--- config.mk ---
export PLATFORM = sky130hd
export DESIGN_NAME = cau_div
export DESIGN_NICKNAME = d
export VERILOG_FILES = /design/src/rtl/cau_pkg.sv /design/src/rtl/cau_div.sv
export SDC_FILE = /design/constraint.sdc
export NUM_CORES = 2
export LEC_CHECK = 0
export BUFFER_PORTS_ARGS = -buffer_cell sky130_fd_sc_hd__buf_2
export CAP_MARGIN = 20
export CORE_MARGIN = 2
export CORE_UTILIZATION = 45
export CTS_CLUSTER_SIZE = 12
export DETAILED_ROUTE_END_ITERATION = 8
export PLACE_DENSITY_LB_ADDON = 0.25
export SLEW_MARGIN = 15
export SYNTH_ARGS = -nofsm -noshare
export SYNTH_HDL_FRONTEND = slang
export SYNTH_SLANG_ARGS = --single-unit
--- constraint.sdc ---
create_clock -name clk -period 4.75 [get_ports clk]
set_clock_uncertainty 0.1 [all_clocks]
set_input_delay 0.475 -clock clk [delete_from_list [all_inputs] [get_ports clk]]
set_output_delay 0.475 -clock clk [all_outputs]
set_load 0.02 [all_outputs]
--- src/rtl/cau_pkg.sv ---
// Package with the shared widths, codes, types and saturation function of the complex ALU.
package cau_pkg;

  localparam int DATA_WIDTH = 16;
  localparam int FRAC_BITS  = 8;
  localparam int PW         = 2 * DATA_WIDTH;

  typedef enum logic [1:0] {
    OP_ADD = 2'd0,
    OP_SUB = 2'd1,
    OP_MUL = 2'd2,
    OP_DIV = 2'd3
  } op_t;

  typedef enum logic [1:0] {
    ST_OK  = 2'd0,
    ST_SAT = 2'd1,
    ST_DZ  = 2'd2
  } status_t;

  typedef logic signed [DATA_WIDTH-1:0] data_t;

  typedef struct packed {
    logic  sat;
    data_t val;
  } sat_t;

  // Information that travels alongside an item through the divider.
  typedef struct packed {
    op_t     op;
    logic    re_neg;
    logic    im_neg;
    logic    dz;
    data_t   pre_re;
    data_t   pre_im;
    status_t pre_st;
  } side_t;

  // Clamps a wide signed value to the data range.
  function automatic sat_t sat_fn(input logic signed [PW:0] x);
    sat_t r;
    logic signed [PW:0] hi;
    logic signed [PW:0] lo;
    hi = (PW+1)'((64'sd1 <<< (DATA_WIDTH - 1)) - 64'sd1);
    lo = -hi - (PW+1)'(1);
    if (x > hi) begin
      r.sat = 1'b1;
      r.val = hi[DATA_WIDTH-1:0];
    end else if (x < lo) begin
      r.sat = 1'b1;
      r.val = lo[DATA_WIDTH-1:0];
    end else begin
      r.sat = 1'b0;
      r.val = x[DATA_WIDTH-1:0];
    end
    return r;
  endfunction

endpackage

--- src/rtl/cau_div.sv ---
// Pipelined restoring divider, two lanes sharing one divisor, one quotient bit per stage.
module cau_div (
  input  logic                      clk,
  input  logic                      rst_n,
  input  logic                      en,
  input  logic                      in_valid,
  input  logic [cau_pkg::PW-1:0]    in_num_re,
  input  logic [cau_pkg::PW-1:0]    in_num_im,
  input  logic [cau_pkg::PW-1:0]    in_den,
  input  cau_pkg::side_t            in_side,
  output logic                      out_valid,
  output logic [cau_pkg::DATA_WIDTH-1:0] out_q_re,
  output logic [cau_pkg::DATA_WIDTH-1:0] out_q_im,
  output logic                      out_ovf_re,
  output logic                      out_ovf_im,
  output cau_pkg::side_t            out_side
);
  import cau_pkg::*;

  localparam int DW = DATA_WIDTH;
  localparam int XW = PW + DW;

  typedef struct packed {
    logic [PW-1:0] rem;
    logic [DW-1:0] low;
    logic [DW-1:0] q;
    logic          ovf;
  } lane_t;

  logic          v_r    [0:DW];
  logic [PW-1:0] den_r  [0:DW];
  side_t         side_r [0:DW];
  lane_t         re_r   [0:DW];
  lane_t         im_r   [0:DW];

  // The quotient fits the data width only when num < den * 2^(DW-FB).
  function automatic lane_t lane_init(input logic [PW-1:0] num, input logic [PW-1:0] den);
    lane_t l;
    logic [XW-1:0] nsh;
    nsh   = XW'(num) << FRAC_BITS;
    l.ovf = (XW'(num) >= (XW'(den) << (DW - FRAC_BITS)));
    l.rem = nsh[XW-1:DW];
    l.low = nsh[DW-1:0];
    l.q   = '0;
    return l;
  endfunction

  function automatic lane_t lane_step(input lane_t l, input logic [PW-1:0] den);
    lane_t n;
    logic [PW:0] t;
    logic [PW:0] d;
    t     = {l.rem, l.low[DW-1]};
    d     = (PW+1)'(den);
    n     = l;
    n.low = l.low << 1;
    if (t >= d) begin
      n.rem = PW'(t - d);
      n.q   = {l.q[DW-2:0], 1'b1};
    end else begin
      n.rem = t[PW-1:0];
      n.q   = {l.q[DW-2:0], 1'b0};
    end
    return n;
  endfunction

  always_ff @(posedge clk) begin
    if (!rst_n) begin
      v_r[0] <= 1'b0;
    end else if (en) begin
      v_r[0] <= in_valid;
    end
  end

  always_ff @(posedge clk) begin
    if (en) begin
      den_r[0]  <= in_den;
      side_r[0] <= in_side;
      re_r[0]   <= lane_init(in_num_re, in_den);
      im_r[0]   <= lane_init(in_num_im, in_den);
    end
  end

  for (genvar k = 1; k <= DW; k++) begin : g_stage
    always_ff @(posedge clk) begin
      if (!rst_n) begin
        v_r[k] <= 1'b0;
      end else if (en) begin
        v_r[k] <= v_r[k-1];
      end
    end

    always_ff @(posedge clk) begin
      if (en) begin
        den_r[k]  <= den_r[k-1];
        side_r[k] <= side_r[k-1];
        re_r[k]   <= lane_step(re_r[k-1], den_r[k-1]);
        im_r[k]   <= lane_step(im_r[k-1], den_r[k-1]);
      end
    end
  end

  assign out_valid  = v_r[DW];
  assign out_q_re   = re_r[DW].q;
  assign out_q_im   = im_r[DW].q;
  assign out_ovf_re = re_r[DW].ovf;
  assign out_ovf_im = im_r[DW].ovf;
  assign out_side   = side_r[DW];

endmodule

==> impl_metrics.tcl <==
set metrics [dict create \
    ctsLongestPathBuffers 4 \
    dp_hpwl_mm 342 \
    drc 0 \
    layout.nets 13700 \
    worstPathArrival_ns 5.13 \
    ys.warnings.count 0 \
    whs_endpoint "side_r[0][1]" \
    globalRoute.totalOverflow 0 \
    netlist.area_leader.share 0.548 \
    criticalPathCategory "reg -> reg" \
    crit_path_cell_trace "inv_1 -> fa_1 -> nor2b_1 -> o2111ai_1 -> a31oi_1 -> a21oi_1 -> a211oi_1 -> o31ai_1 -> o31ai_1 -> a21oi_1 -> xnor2_1 -> mux2_2" \
    total_leakage_power_uw 0.0637 \
    min_delay_path_depth 2 \
    post_layout_worst_setup_margin_ns 0.187 \
    clockRootBuffer "sky130_fd_sc_hd__clkbuf_16" \
    yosys.area_share.simple 0.0892 \
    preCtsSetupSlack_ns -0.230 \
    synth_area_leader_cell "sky130_fd_sc_hd__edfxtp_1" \
    syn_area_um2 141000 \
    worst_pin_slew_ns 1.23 \
    xor_and_xnor_fraction_of_the_mapped_netlist_area 0.0475 \
    synth.area.top_cells "sky130_fd_sc_hd__edfxtp_1 55%, sky130_fd_sc_hd__ha_1 9.4%, sky130_fd_sc_hd__mux2_2 3.8%" \
    die_h_um 564 \
    dieArea_um2 318000 \
    worst_slew_margin_rel 0.177 \
    grt_pass1_wl_mm 628 \
    hold_path.startpoint "in_side[1]" \
    fp.coreArea_um2 312000 \
    placed_cell_count 16200 \
    postSynthRegisterBits 2578 \
    grt.total_usage 0.266 \
    number_of_antenna_violations_at_the_first_check_in_global_routing 24 \
    placement_rows 205 \
    netlist_instances 11900 \
    gp_routability_congestion 0.950 \
    finish.instance_area_um2 160000 \
    final.hold.worst_slack_ns 0.156 \
    synth.area.mux_share 0.0416 \
    dr_total_vias 97700 \
    synthFlopType "sky130_fd_sc_hd__edfxtp_1" \
    finalWirelength_mm 436 \
    tritoncts_clock_tree "yes" \
    drt_pre_antenna_iters 8 \
    min_period_ns 4.56 \
    setup_violations 0 \
    report.power.total_uw 107000 \
    post_route_cells_drive_above_1_share 0.117 \
    setup.worst_path.start_class "flop" \
    port_buf_inserts 212 \
    ff2ff_path_depth 12 \
    finalMaxSlewViolations 0 \
    htree_levels 5 \
    unrepaired_setup_endpoints_after_global_routing "false" \
    synth-adder-area-share 0.0978 \
    postRouteAntennaNets 0 \
    hold_viol_final 0 \
    number_of_violations_reported_at_the_end_of_detailed_routing_iteration_0 9546 \
    chipWidth_um 564 \
    number_of_global_route_vias_before_repair 93200 \
    r2r_setup_slack_ns 0.19 \
    io-pin-count 213 \
    clock_sinks 2578 \
    cts_inserted_buffers 297 \
    timing.critical_path.slowest_cell_delay_ns 0.70 \
    peakVddDrop_v 0.000326 \
    timing.critical_path.fanout_max 3 \
    clkSlewWorstSetupHoldPaths_ns 0.06 \
    slowest_stage "sky130_fd_sc_hd__a211oi_1" \
    post_synth_num_cell_types 98 \
    hold_path_class "in -> reg" \
    grt_max_degree 137 \
    critPathTopFamily "compound AO/OA/AOI/OAI gates" \
    post_drt_via_cell_ratio 5.81 \
    synth-seq-area-share 0.548 \
    cp_data_required_time_ns 5.32 \
    postcts_setup_bufs 0 \
    area_delta_synth_final_pct 12.9 \
    combinational_family_with_the_most_area_after_synthesis "compound AO/OA/AOI/OAI gates" \
    drt-wirelength-per-cell_um 25.9 \
    finalNonFillerCells 16800 \
    asyncSetResetFlopFracSynth 0 \
    cp_num_buf_inv 1 \
    synth_nets 13100 \
    crit-reg2reg-capture "re_r[0][1020]" \
    maxClockFrequency_mhz 219 \
    synth_enable_flop_cells 2577 \
    clock_latency_ns 0.95 \
    maximum_capacitance_violations 0 \
    post-route-period-util 0.961 \
    launch_point_of_the_worst_reg_to_reg_path "re_r[0][928]" \
    post_synthesis_compound_gate_area_fraction 0.144 \
    postSynthAreaPerCell_um2 11.9 \
    timing.critical_path.to_type "flop" \
    placedInstanceArea_um2 149000 \
    power.density_cell_area_nw_per_um2 671 \
    initial_core_util 0.453 \
    status "completed" \
]
## worst reg2reg max path: cells and delay by family, from the launching register on
| kind | cells | cell delay, ns |
|---|---|---|
| compound gates | 7 | 2.73 |
| xor+xnor | 1 | 0.14 |
| fa+ha+maj | 1 | 0.47 |
| buf+inv | 1 | 0.09 |
| flops | 1 | 0.37 |
| mux | 1 | 0.26 |
| simple gates | 1 | 0.21 |
## cell usage after synthesis, types with 166 or more instances
master                     instances
sky130_fd_sc_hd__edfxtp_1       2577
sky130_fd_sc_hd__ha_1           1056
sky130_fd_sc_hd__a21oi_1         991
sky130_fd_sc_hd__inv_1           825
sky130_fd_sc_hd__nor2_1          721
sky130_fd_sc_hd__nand2_1         706
sky130_fd_sc_hd__o21ai_0         616
sky130_fd_sc_hd__a21o_1          539
sky130_fd_sc_hd__mux2_2          479
sky130_fd_sc_hd__xnor2_1         479
sky130_fd_sc_hd__xor2_1          287
sky130_fd_sc_hd__nand3_1         219
sky130_fd_sc_hd__clkbuf_1        205
sky130_fd_sc_hd__nand4_1         166
## stage by stage
stage / utilization / TNS [ns]
after detailed placement: 0.476 / -2.79
after global routing: 0.511 / 0
final: 0.511 / 0
after CTS: 0.511 / 0
after global placement: 0.476 / -5.40
after floorplan: - / 0
## cells by family after synthesis
kind of cell             count (synthesis)
flip-flops                            2578
AO/OA/AOI/OAI                         3165
adder cells (fa/ha/maj)               1086
multiplexers                           526
XOR/XNOR                               766
buffers and inverters                 1139
AND/OR/NAND/NOR                       2621
## report_power, final
part / leakage (uW) / internal [uW] / switching [uW] / total [uW]
clock network: 0.00459 / 12900 / 9670 / 22500
logic: 0.0339 / 19700 / 28200 / 47900
registers: 0.0252 / 32400 / 4270 / 36700
## registers in the layout, indices dropped and copies added, names as in the netlist
register  flops
den_r       512
side_r      663
v_r          17
im_r        693
re_r        693
## cell usage in the layout, fill, tap and decap left out, drive strengths merged, types with 108 or more instances in the layout
master,count
edfxtp,2577
ha,1056
a21oi,994
inv,840
nor2,722
nand2,706
o21ai,638
a21o,539
mux2,487
xnor2,479
buf,452
clkbuf,340
xor2,287
nand3,219
nand4,166
nor2b,141
nor3,141
dlygate4sd3,138
o21a,126
o21bai,124
a31oi,120
and3,117
clkinv,112
nand2b,108
## timing repair
action	CTS	global route
endpoints found under the setup margin	19	16
hold buffers	138	0
resized for setup	1	3
pin swaps	0	1
endpoints found under the hold margin	154	0
## worst max-delay path by stage
stage                  start  depth (start not counted)            end  slack, ns
6_report        re_r[0][928]                         12  re_r[0][1020]       0.19
5_1_grt        den_r[0][331]                         13   re_r[0][743]       0.03
4_1_cts        den_r[0][330]                         13   re_r[0][743]       0.08
3_5_place_dp   den_r[0][330]                         13   re_r[0][767]      -0.23
3_3_place_gp       in_den[2]                         13     re_r[0][0]      -0.99
2_1_floorplan  den_r[0][353]                         13   re_r[0][824]       1.24
## layer usage
layer,vias to the layer above,share of wire,track usage,wire [um]
met4,8,0.030,0.0774,13100
met5,-,0.00058,0.00476,251
met2,3257,0.42,0.386,181000
met1,48200,0.49,0.408,212000
met3,519,0.065,0.0421,28500
li1,45700,-,-,-
## final cells by class
cell class / count / area (um2)
Timing Repair Buffer: 590 / 4810
Sequential cell: 2578 / 77400
Antenna cell: 15 / 37.5
Inverter: 830 / 3120
Tap cell: 4140 / 5180
Multi-Input combinational cell: 8164 / 59500
Clock inverter: 156 / 1870
Clock buffer: 340 / 7610
Fill cell: 27000 / 153000
Power figures use the tool's default switching activity.
